[config.mk]
export PLATFORM = sky130hd
export DESIGN_NAME = filename_escape_encoder
export DESIGN_NICKNAME = d
export VERILOG_FILES = /design/src/sv/fee_pkg.sv /design/src/sv/fee_expand.sv /design/src/sv/filename_escape_encoder.sv
export VERILOG_INCLUDE_DIRS = /design/src /design/src/sv
export SDC_FILE = /design/constraint.sdc
export NUM_CORES = 1
export LEC_CHECK = 0
export ABC_AREA = 1
export ABC_CLOCK_PERIOD_IN_PS = 6150
export BUFFER_PORTS_ARGS = -buffer_cell sky130_fd_sc_hd__clkbuf_2
export CORE_MARGIN = 3
export CORE_UTILIZATION = 50
export CTS_CLUSTER_DIAMETER = 40
export DETAILED_ROUTE_END_ITERATION = 10
export HOLD_SLACK_MARGIN = 0.1
export PLACE_DENSITY = 0.71
export SLEW_MARGIN = 0
export SYNTH_ARGS = -nofsm -noshare
export SYNTH_HDL_FRONTEND = slang
export SYNTH_SLANG_ARGS = --single-unit
[constraint.sdc]
create_clock -name clk_i -period 6.15 [get_ports clk_i]
set_clock_uncertainty 0.15 [all_clocks]
set_input_delay 0.9225 -clock clk_i [delete_from_list [all_inputs] [get_ports clk_i]]
set_output_delay 0.9225 -clock clk_i [all_outputs]
set_load 0.01 [all_outputs]
[src/sv/filename_escape_encoder_macros.svh]
// assertion macros for the filename escape encoder
// expects clk_i and rst_ni in the scope of each use
`ifndef FILENAME_ESCAPE_ENCODER_MACROS_SVH
`define FILENAME_ESCAPE_ENCODER_MACROS_SVH

// clocked check, switched off while in reset
`define FEE_ASSERT(lbl, prop, msg) \
  lbl: assert property (@(posedge clk_i) disable iff (!rst_ni) (prop)) else $error(msg);

// clocked check that also holds through reset
`define FEE_ASSERT_ALWAYS(lbl, prop, msg) \
  lbl: assert property (@(posedge clk_i) (prop)) else $error(msg);

`endif

[src/sv/fee_pkg.sv]
// types and constants of the filename escape encoder
// no dependencies
package fee_pkg;

  localparam int unsigned CharW = 16;
  localparam int unsigned RunMax = 5;
  localparam int unsigned CntW = 3;

  localparam logic [CharW-1:0] ChrNul       = 16'h0000;
  localparam logic [CharW-1:0] ChrCtrlMax   = 16'h001f;
  localparam logic [CharW-1:0] ChrDel       = 16'h007f;
  localparam logic [CharW-1:0] ChrSlash     = 16'h002f;
  localparam logic [CharW-1:0] ChrBackslash = 16'h005c;
  localparam logic [CharW-1:0] ChrCaret     = 16'h005e;
  localparam logic [CharW-1:0] ChrX         = 16'h0078;
  localparam logic [CharW-1:0] ChrZero      = 16'h0030;
  localparam logic [CharW-1:0] ChrA         = 16'h0061;

  localparam logic [CntW-1:0] CntOne  = 3'd1;
  localparam logic [CntW-1:0] CntTwo  = 3'd2;
  localparam logic [CntW-1:0] CntFour = 3'd4;

  typedef enum logic {
    ModeBackslash = 1'b0,
    ModeCaret     = 1'b1
  } mode_e;

  typedef struct packed {
    logic [CharW-1:0] char_value;
    logic             end_of_name;
  } in_t;

  typedef struct packed {
    logic [CharW-1:0] out_char;
    logic             run_last;
  } out_t;

  typedef struct packed {
    logic [RunMax-1:0][CharW-1:0] chars;
    logic [CntW-1:0]              cnt;
    logic                         aterm_next;
  } run_t;

  // lower-case hex digit of a nibble
  function automatic logic [CharW-1:0] hex_char(input logic [3:0] nib);
    logic [CharW-1:0] r;
    if (nib <= 4'h9) begin
      r = ChrZero + {12'h000, nib};
    end else begin
      r = ChrA + {12'h000, nib} - 16'd10;
    end
    return r;
  endfunction

endpackage

[src/sv/fee_expand.sv]
// expands one character item into its run of result characters
// depends on fee_pkg
module fee_expand (
  input  fee_pkg::in_t  item_i,
  input  fee_pkg::mode_e mode_i,
  input  logic          aterm_i,
  output fee_pkg::run_t run_o
);

  logic [fee_pkg::CharW-1:0] c;
  logic [fee_pkg::CharW-1:0] esc;
  logic [fee_pkg::CharW-1:0] sep;
  logic                      last;

  assign c    = item_i.char_value;
  assign last = item_i.end_of_name;

  always_comb begin
    unique case (mode_i)
      fee_pkg::ModeCaret: begin
        esc = fee_pkg::ChrCaret;
        sep = fee_pkg::ChrBackslash;
      end
      default: begin
        esc = fee_pkg::ChrBackslash;
        sep = fee_pkg::ChrSlash;
      end
    endcase
  end

  // unused slots stay zero, so the terminator after a run needs only a count bump
  always_comb begin
    run_o.chars      = '0;
    run_o.cnt        = '0;
    run_o.aterm_next = aterm_i;
    priority if (aterm_i) begin
      // swallow items until the end of the name
      run_o.aterm_next = !last;
    end else if (c == fee_pkg::ChrNul) begin
      run_o.cnt        = fee_pkg::CntOne;
      run_o.aterm_next = !last;
    end else begin
      priority if (c <= fee_pkg::ChrCtrlMax || c == fee_pkg::ChrDel || c == sep) begin
        run_o.chars[0] = esc;
        run_o.chars[1] = fee_pkg::ChrX;
        run_o.chars[2] = fee_pkg::hex_char(c[7:4]);
        run_o.chars[3] = fee_pkg::hex_char(c[3:0]);
        run_o.cnt      = fee_pkg::CntFour;
      end else if (c == esc) begin
        run_o.chars[0] = esc;
        run_o.chars[1] = esc;
        run_o.cnt      = fee_pkg::CntTwo;
      end else begin
        run_o.chars[0] = c;
        run_o.cnt      = fee_pkg::CntOne;
      end
      run_o.cnt = run_o.cnt + {2'b00, last};
    end
  end

endmodule

[src/sv/filename_escape_encoder.sv]
// an item is registered in the input register, then expanded into the run register;
// its results are offered from there, one result per cycle while out_ready_i is high
// throughput: one item per cycle for plain characters when the output does not stall;
// a longer run, up to five characters, holds the run register and back-pressures input
// reset: asynchronous, active low; clears valid flags, mode and terminator state
// depends on fee_pkg, fee_expand and filename_escape_encoder_macros.svh
`include "filename_escape_encoder_macros.svh"

module filename_escape_encoder (
  input  logic         clk_i,
  input  logic         rst_ni,
  input  logic         cfg_we_i,
  input  logic         cfg_wdata_i,
  input  logic         in_valid_i,
  output logic         in_ready_o,
  input  fee_pkg::in_t  in_data_i,
  output logic         out_valid_o,
  input  logic         out_ready_i,
  output fee_pkg::out_t out_data_o
);

  fee_pkg::mode_e mode_q;
  logic           aterm_q;

  fee_pkg::in_t item_q;
  logic         item_valid_q;

  logic [fee_pkg::RunMax-1:0][fee_pkg::CharW-1:0] run_q;
  logic [fee_pkg::CntW-1:0]                       run_cnt_q;
  logic [fee_pkg::CntW-1:0]                       run_idx_q;
  logic                                           run_valid_q;

  fee_pkg::run_t exp;
  logic          at_last;
  logic          run_free;
  logic          move;
  logic          in_acc;
  logic          out_acc;

  fee_expand u_expand (
    .item_i (item_q),
    .mode_i (mode_q),
    .aterm_i(aterm_q),
    .run_o  (exp)
  );

  assign at_last  = run_idx_q == (run_cnt_q - fee_pkg::CntOne);
  assign run_free = !run_valid_q || (out_ready_i && at_last);
  assign move     = item_valid_q && run_free;
  assign in_ready_o = !item_valid_q || run_free;
  assign in_acc   = in_valid_i && in_ready_o;
  assign out_acc  = out_valid_o && out_ready_i;

  assign out_valid_o         = run_valid_q;
  assign out_data_o.out_char = run_q[run_idx_q];
  assign out_data_o.run_last = at_last;

  always_ff @(posedge clk_i or negedge rst_ni) begin
    if (!rst_ni) begin
      mode_q <= fee_pkg::ModeBackslash;
    end else if (cfg_we_i) begin
      mode_q <= fee_pkg::mode_e'(cfg_wdata_i);
    end
  end

  // input register
  always_ff @(posedge clk_i or negedge rst_ni) begin
    if (!rst_ni) begin
      item_valid_q <= 1'b0;
    end else if (in_acc) begin
      item_valid_q <= 1'b1;
    end else if (move) begin
      item_valid_q <= 1'b0;
    end
  end

  always_ff @(posedge clk_i) begin
    if (in_acc) begin
      item_q <= in_data_i;
    end
  end

  // run register, drained one character per accepted result
  always_ff @(posedge clk_i or negedge rst_ni) begin
    if (!rst_ni) begin
      run_valid_q <= 1'b0;
      run_idx_q   <= '0;
      run_cnt_q   <= '0;
      aterm_q     <= 1'b0;
    end else if (move) begin
      run_valid_q <= exp.cnt != '0;
      run_idx_q   <= '0;
      run_cnt_q   <= exp.cnt;
      aterm_q     <= exp.aterm_next;
    end else if (out_acc) begin
      if (at_last) begin
        run_valid_q <= 1'b0;
      end else begin
        run_idx_q <= run_idx_q + fee_pkg::CntOne;
      end
    end
  end

  always_ff @(posedge clk_i) begin
    if (move) begin
      run_q <= exp.chars;
    end
  end

  `FEE_ASSERT(a_idx_in_run, run_valid_q |-> (run_idx_q < run_cnt_q), "run index past run end")
  `FEE_ASSERT(a_idx_step, out_acc && !at_last |=> $changed(run_idx_q), "index stuck")
  `FEE_ASSERT(a_item_kept, item_valid_q && !run_free |=> item_valid_q && $stable(item_q), "item lost")
  `FEE_ASSERT(a_cnt_bound, run_cnt_q <= 3'(fee_pkg::RunMax), "run count out of range")
  `FEE_ASSERT_ALWAYS(a_reset_idle, !rst_ni |=> !out_valid_o, "result offered after reset")

endmodule

==> Yosys cells after proc, flatten, opt, wreduce, memory -nomap -nowiden <==
Index checks and enable logic that the tools add are counted.
{ "totals": {"ramBits": 0, "output_inout_bits": 19, "latch_bits": 0, "mem_count": 0, "reg_bits": 91, "input_bits": 23, "mem_bits_ro": 0, "wordCells": 74} }
{ "op_classes": {"eq_ne": 5, "mux": 23, "shift": 0, "div_mod_pow": 0, "order_cmp": 4, "mul": 0, "n_reduce_logical": 20, "n_addsub": 9, "bitwise": 1} }
{ "op_table": {"columns": ["op", "count"], "rows": [
  ["two-way mux 35 bit", 2],
  ["binary-select mux 16 bit (select 3 bit)", 1],
  ["two-way mux 16 bit", 3],
  ["equality test 16 x 7 -> 1 bit", 2],
  ["subtractor 16 x 4 -> 16 bit, second input constant", 2],
  ["two-way mux 26 bit", 1],
  ["two-way mux 19 bit", 1],
  ["adder 7 x 4 -> 8 bit, first input constant", 2],
  ["equality test 16 x 7 -> 1 bit, second input constant", 1],
  ["less-or-equal comparator 16 x 5 -> 1 bit, second input constant", 1],
  ["logical NOT 16 bit", 1],
  ["two-way mux 3 bit", 5],
  ["adder 6 x 4 -> 7 bit, first input constant", 2],
  ["two-way mux 7 bit", 2],
  ["less-or-equal comparator 4 bit, second input constant", 2],
  ["two-way mux 1 bit", 7],
  ["nonzero test 2 bit", 3],
  ["logical AND 1 bit", 4],
  ["logical OR 1 bit", 4],
  ["less-than comparator 3 x 4 -> 1 bit, second input constant", 1],
  ["AND reduction 2 bit", 2],
  ["adder 3 x 1 -> 3 bit", 1],
  ["adder 3 x 1 -> 3 bit, second input constant", 1],
  ["equality test 3 bit", 1],
  ["other kinds (8)", 10]
]} }

==> Longest topological paths before layout <==
{ "depth": {"depth_word": 11, "depth_mapped": 18, "depth_no_buf": 18} }

==> By module <==
Synthesis repeated with hierarchy kept, for this count alone.
{ "unflattened": {"cells_unflattened": 486, "area_unflattened_um2": 5255.0} }
{ "modules_own_cells": {"columns": ["module", "area_per_inst_um2", "cells_each", "n_inst", "seq_area_each_um2"], "rows": [
  ["filename_escape_encoder", 4160.2, 296, 1, 3163.0],
  ["fee_expand", 1094.8, 190, 1, 0.0]
]} }

==> Worst setup path after synthesis <==
Ideal clock, no wire load.
{ "synth_path": {"kind": "flip-flop to flip-flop", "startpoint": "register run_cnt_q[0] (netlist name)", "endpoint": "register run_q[0] (netlist name) (enable)", "t_arrival_ns": 2.014, "path_slack_ns": 3.597, "path_buffers": 0, "stages_incl_launch_ff": 9, "setup_time_ns": 0.390, "period_less_slack_ns": 2.553, "t_required_ns": 5.610, "cell_sequence": "dfrtp_1 -> inv_1 -> ha_1 -> xnor2_1 -> a21oi_1 -> nand2_1 -> o21ai_2 -> nand2_1 -> inv_1"} }
{ "synth_between": {"elab_chain_cells": 5} }
{ "synth_lines": {"columns": ["element", "line", "rtl"], "rows": [
  ["start: declaration", "filename_escape_encoder.sv:29", "logic [fee_pkg::CntW-1:0] run_cnt_q;"],
  ["start signal: assignment", "filename_escape_encoder.sv:93", "run_cnt_q <= exp.cnt;"],
  ["subtractor 3 x 1 -> 3 bit", "filename_escape_encoder.sv:47", "assign at_last = run_idx_q == (run_cnt_q - fee_pkg::CntOne);"],
  ["equality test 3 bit", "filename_escape_encoder.sv:47", null],
  ["logical AND 1 bit", "filename_escape_encoder.sv:48", "assign run_free = !run_valid_q || (out_ready_i && at_last);"],
  ["logical OR 1 bit", "filename_escape_encoder.sv:48", null],
  ["logical AND 1 bit", "filename_escape_encoder.sv:49", "assign move = item_valid_q && run_free;"],
  ["named net move", "filename_escape_encoder.sv:36", "logic move;"],
  ["end signal: assignment", "filename_escape_encoder.sv:106", "run_q <= exp.chars;"],
  ["end: declaration", "filename_escape_encoder.sv:28", "logic [fee_pkg::RunMax-1:0][fee_pkg::CharW-1:0] run_q;"]
]} }
The timed path passes the listed nets, and every way through them passes these cells.
A chain may end at the register's enable or synchronous reset.

==> impl_metrics.xml <==
<?xml version="1.0" encoding="UTF-8"?>
<metrics>
  <group name="clocking">
    <metric name="insertion_delay" unit="ns">0.34</metric>
    <metric name="cts.reportedPaths.clkPinSlew" unit="ns">0.07</metric>
    <metric name="cts.repair_timing.setup_buffer_count" unit="">0</metric>
    <metric name="root_buffer" unit="">sky130_fd_sc_hd__clkbuf_8</metric>
    <metric name="cts_hold_buffers" unit="">0</metric>
    <metric name="cts_buf_count" unit="">9</metric>
    <metric name="clock_sink_count" unit="">61</metric>
    <metric name="h-tree-depth" unit="">3</metric>
    <metric name="post_cts_resize_count" unit="">0</metric>
    <metric name="clockBufferDepth" unit="">2</metric>
    <metric name="tritoncts" unit="">done</metric>
  </group>
  <group name="global_route">
    <metric name="grt.overflow.total" unit="">0</metric>
    <metric name="grt_first_pass_wirelength" unit="mm">10.3</metric>
    <metric name="antenna_found_initial" unit="">0</metric>
    <metric name="via_count_of_the_first_global_routing_pass" unit="">2240</metric>
    <metric name="grt_util_all_layers" unit="%">18.5</metric>
    <metric name="grt_max_degree" unit="">37</metric>
  </group>
  <group name="critical_path">
    <metric name="regToRegEndpoint" unit="">out_valid_o</metric>
    <metric name="required" unit="ns">5.08</metric>
    <metric name="worstRegToRegCells" unit="">15</metric>
    <metric name="startpoint_type" unit="">flop</metric>
    <metric name="worst-path-max-fanout" unit="">11</metric>
    <metric name="critPathCaptureType" unit="">primary output</metric>
    <metric name="setup.worst_path.end" unit="">out_data_o[5]</metric>
    <metric name="startpoint" unit="">run_idx_q[0]</metric>
    <metric name="timing.rr.start" unit="">item_q[6]</metric>
    <metric name="cp.arrival" unit="ns">2.04</metric>
    <metric name="worstSetupPathType" unit="">flop to primary output</metric>
    <metric name="reg2reg_slack" unit="ns">3.41</metric>
  </group>
  <group name="logic_synthesis">
    <metric name="netlist_area" unit="um2">3210</metric>
    <metric name="synth_async_sr_flop_share" unit="%">16.4</metric>
    <metric name="yosys.area_share.adder" unit="%">5.06</metric>
    <metric name="synth_cells" unit="">336</metric>
    <metric name="synth_top_area_cell" unit="">sky130_fd_sc_hd__edfxtp_1</metric>
    <metric name="yosys_warnings" unit="">0</metric>
    <metric name="synth_top_cell_area_share" unit="%">47.7</metric>
    <metric name="seq_area_frac_synth" unit="%">55.5</metric>
    <metric name="muxShareOfSynthArea" unit="%">0</metric>
    <metric name="ys_dominant_reg_cell" unit="">sky130_fd_sc_hd__edfxtp_1</metric>
    <metric name="synth_simple_gate_area_share" unit="%">22.4</metric>
    <metric name="synth_compound_area_share" unit="%">7.56</metric>
    <metric name="yosys-top-cells-area" unit="">sky130_fd_sc_hd__edfxtp_1 (48%), sky130_fd_sc_hd__dfrtp_1 (7.8%), sky130_fd_sc_hd__nand2_1 (6.5%)</metric>
    <metric name="ys_seq_elements" unit="">61</metric>
    <metric name="syn_avg_cell_area" unit="um2">9.56</metric>
    <metric name="synth_enable_flop_cells" unit="">51</metric>
    <metric name="yosysUniqueCellTypes" unit="">35</metric>
    <metric name="xor_and_xnor_area_share_after_synthesis" unit="%">1.09</metric>
    <metric name="largest_family_of_logic_cells_by_synthesized_area" unit="">simple AND/OR/NAND/NOR gates</metric>
  </group>
  <group name="flow_run">
    <metric name="maxcap_violations" unit="">0</metric>
  </group>
  <group name="min_path">
    <metric name="min_path_type" unit="">input port to asynchronous set/reset pin</metric>
  </group>
  <group name="sta">
    <metric name="final.setup.tns" unit="ns">0</metric>
    <metric name="timing.final.crit_period" unit="ns">3.11</metric>
    <metric name="finalHoldWorstSlack" unit="ns">0.290</metric>
    <metric name="tightestPinTransition" unit="ns">0.611</metric>
    <metric name="headroom_to_the_max_slew_limit" unit="%">59.2</metric>
    <metric name="timing_hold_violations_final" unit="">0</metric>
    <metric name="period_share" unit="%">50.5</metric>
    <metric name="setup-violations-final" unit="">0</metric>
    <metric name="number_of_slew_limit_violations_in_the_final_report" unit="">0</metric>
    <metric name="max_freq" unit="GHz">0.322</metric>
    <metric name="rsz_0062_raised_after_global_routing" unit="">false</metric>
  </group>
  <group name="floorplanning">
    <metric name="initial_core_util" unit="%">53.0</metric>
    <metric name="die_h" unit="um">86.1</metric>
    <metric name="placement_rows" unit="">28</metric>
    <metric name="ioPinCount" unit="">42</metric>
    <metric name="die_x" unit="um">86.1</metric>
    <metric name="fp.dieArea" unit="um2">7420</metric>
    <metric name="core_area" unit="um2">6060</metric>
  </group>
  <group name="finish">
    <metric name="final_layout_size_suffix_gt1_share" unit="%">21.9</metric>
    <metric name="seq_area" unit="um2">1780</metric>
    <metric name="n_fill_cell" unit="">505</metric>
    <metric name="flow.area_growth_from_synthesis" unit="%">15.4</metric>
    <metric name="number_of_diodes" unit="">0</metric>
    <metric name="multi_input_area" unit="um2">1170</metric>
    <metric name="num-nets-final" unit="">420</metric>
    <metric name="postLayoutCoreUtil" unit="%">61.1</metric>
  </group>
  <group name="pwr">
    <metric name="max-vdd-ir-drop" unit="mV">0.238</metric>
    <metric name="cellPowerDensity" unit="nW/um2">441</metric>
    <metric name="finalPower" unit="mW">1.64</metric>
    <metric name="p_leak" unit="nW">1.70</metric>
  </group>
  <group name="routing">
    <metric name="route.detailed.wl_per_inst" unit="um">13.2</metric>
    <metric name="vias_per_std_cell" unit="">5.02</metric>
    <metric name="detailedRoute.firstIterationViolations" unit="">107</metric>
    <metric name="drt_wl_total" unit="mm">6.15</metric>
    <metric name="detailroute.via_count" unit="">2329</metric>
    <metric name="drt-pass1-iter-count" unit="">4</metric>
    <metric name="post-route-drc-count" unit="">0</metric>
    <metric name="drt.antenna.violating_nets" unit="">0</metric>
  </group>
  <group name="status">
    <metric name="run_status" unit="">complete, no violations</metric>
  </group>
  <group name="place">
    <metric name="place.detailed.hpwl" unit="mm">4.51</metric>
    <metric name="gpl.final_weighted_congestion" unit="">0.830</metric>
    <metric name="io_buffers" unit="">41</metric>
  </group>
</metrics>
==> flip-flops by register name, summed over array words and instances (netlist names) <==
name,flops
aterm_q,1
item_valid_q,1
run_cnt_q,3
out_valid_o,1
item_q,17
run_q,34
run_idx_q,3
mode_q,1
==> cell families after synthesis <==
kind of cell	Yosys count
AO/OA/AOI/OAI	45
XOR/XNOR	4
adder cells (fa/ha/maj)	13
buffers and inverters	63
flip-flops	61
other	1
AND/OR/NAND/NOR	149
==> layer usage <==
layer	global-route usage, %	share of wire (%)	up-vias
met1	23.7	44	1051
met2	29.2	47	79
met3	3.46	5.7	19
met5	0	0	-
met4	10.8	3.2	0
li1	-	-	1180
==> worst min-delay path by stage <==
stage,depth (start not counted),to,start
global placement,2,run_cnt_q[1],run_cnt_q[1]
CTS,1,run_idx_q[2],rst_ni
floorplan,2,run_cnt_q[1],run_cnt_q[1]
detailed placement,2,run_cnt_q[1],run_cnt_q[1]
global route,1,run_idx_q[2],rst_ni
finish,1,run_idx_q[1],rst_ni
==> per-stage QoR <==
step           cell area (um2)  setup slack (ns)  std cells
6_report                  3710              3.04        464
5_1_grt                   3710              2.85        464
4_1_cts                   3710              3.04        464
3_5_place_dp              3480              3.42        448
3_3_place_gp              3480              3.43        448
2_1_floorplan             3220              3.60        337
==> cell usage in the layout (no fill, tap or decap), types with 3 or more instances in the layout <==
| cell type | n |
|---|---|
| sky130_fd_sc_hd__clkbuf_8 | 9 |
| sky130_fd_sc_hd__nand2_4 | 4 |
| sky130_fd_sc_hd__a21oi_1 | 14 |
| sky130_fd_sc_hd__inv_1 | 53 |
| sky130_fd_sc_hd__edfxtp_1 | 51 |
| sky130_fd_sc_hd__nor2_2 | 11 |
| sky130_fd_sc_hd__clkbuf_2 | 41 |
| sky130_fd_sc_hd__nand2_1 | 56 |
| sky130_fd_sc_hd__a22oi_1 | 3 |
| sky130_fd_sc_hd__dfrtp_1 | 10 |
| sky130_fd_sc_hd__nor2_1 | 49 |
| sky130_fd_sc_hd__ha_1 | 13 |
| sky130_fd_sc_hd__a31oi_1 | 5 |
| sky130_fd_sc_hd__bufinv_16 | 3 |
| sky130_fd_sc_hd__o21ai_0 | 20 |
| sky130_fd_sc_hd__nand2_2 | 3 |
| sky130_fd_sc_hd__nor3_1 | 3 |
| sky130_fd_sc_hd__nand3_1 | 12 |
==> critical path, stage by stage (launching register included) <==
cell	delay, ns
sky130_fd_sc_hd__dfrtp_1	0.58
sky130_fd_sc_hd__inv_1	0.26
sky130_fd_sc_hd__nor2_1	0.32
sky130_fd_sc_hd__nand2_1	0.15
sky130_fd_sc_hd__a31oi_1	0.23
sky130_fd_sc_hd__clkbuf_2	0.17
==> power breakdown <==
group	switching [mW]	internal, mW	leakage [nW]	total (mW)
clock network	0.150	0.267	0.115	0.418
logic	0.365	0.190	0.986	0.556
registers	0.0754	0.587	0.598	0.662
total	0.591	1.04	1.70	1.64
==> cells in the mapped netlist (2+ instances only) <==
| library cell | count |
|---|---|
| sky130_fd_sc_hd__a22oi_1 | 3 |
| sky130_fd_sc_hd__edfxtp_1 | 51 |
| sky130_fd_sc_hd__dfrtp_1 | 10 |
| sky130_fd_sc_hd__or2_2 | 2 |
| sky130_fd_sc_hd__nand4_1 | 2 |
| sky130_fd_sc_hd__a21oi_1 | 14 |
| sky130_fd_sc_hd__a31oi_1 | 5 |
| sky130_fd_sc_hd__nor2_2 | 11 |
| sky130_fd_sc_hd__xnor2_1 | 2 |
| sky130_fd_sc_hd__o21ai_1 | 2 |
| sky130_fd_sc_hd__nand3_1 | 12 |
| sky130_fd_sc_hd__inv_2 | 2 |
| sky130_fd_sc_hd__nor2_1 | 49 |
| sky130_fd_sc_hd__nand2_2 | 3 |
| sky130_fd_sc_hd__nand2_1 | 56 |
| sky130_fd_sc_hd__buf_2 | 3 |
| sky130_fd_sc_hd__nor4_1 | 2 |
| sky130_fd_sc_hd__nand2_4 | 4 |
| sky130_fd_sc_hd__o21ai_0 | 20 |
| sky130_fd_sc_hd__nor3_1 | 3 |
| sky130_fd_sc_hd__xor2_1 | 2 |
| sky130_fd_sc_hd__inv_1 | 53 |
| sky130_fd_sc_hd__ha_1 | 13 |
==> layout make-up <==
class | count | share of cell area (%)
Clock buffer | 11 | 3.54
Clock inverter | 5 | 2.67
Inverter | 57 | 5.98
Multi-Input combinational cell | 213 | 31.5
Sequential cell | 61 | 48.1
Tap cell | 75 | 2.53
Timing Repair Buffer | 42 | 5.74
(Power assumes the default switching activity.)
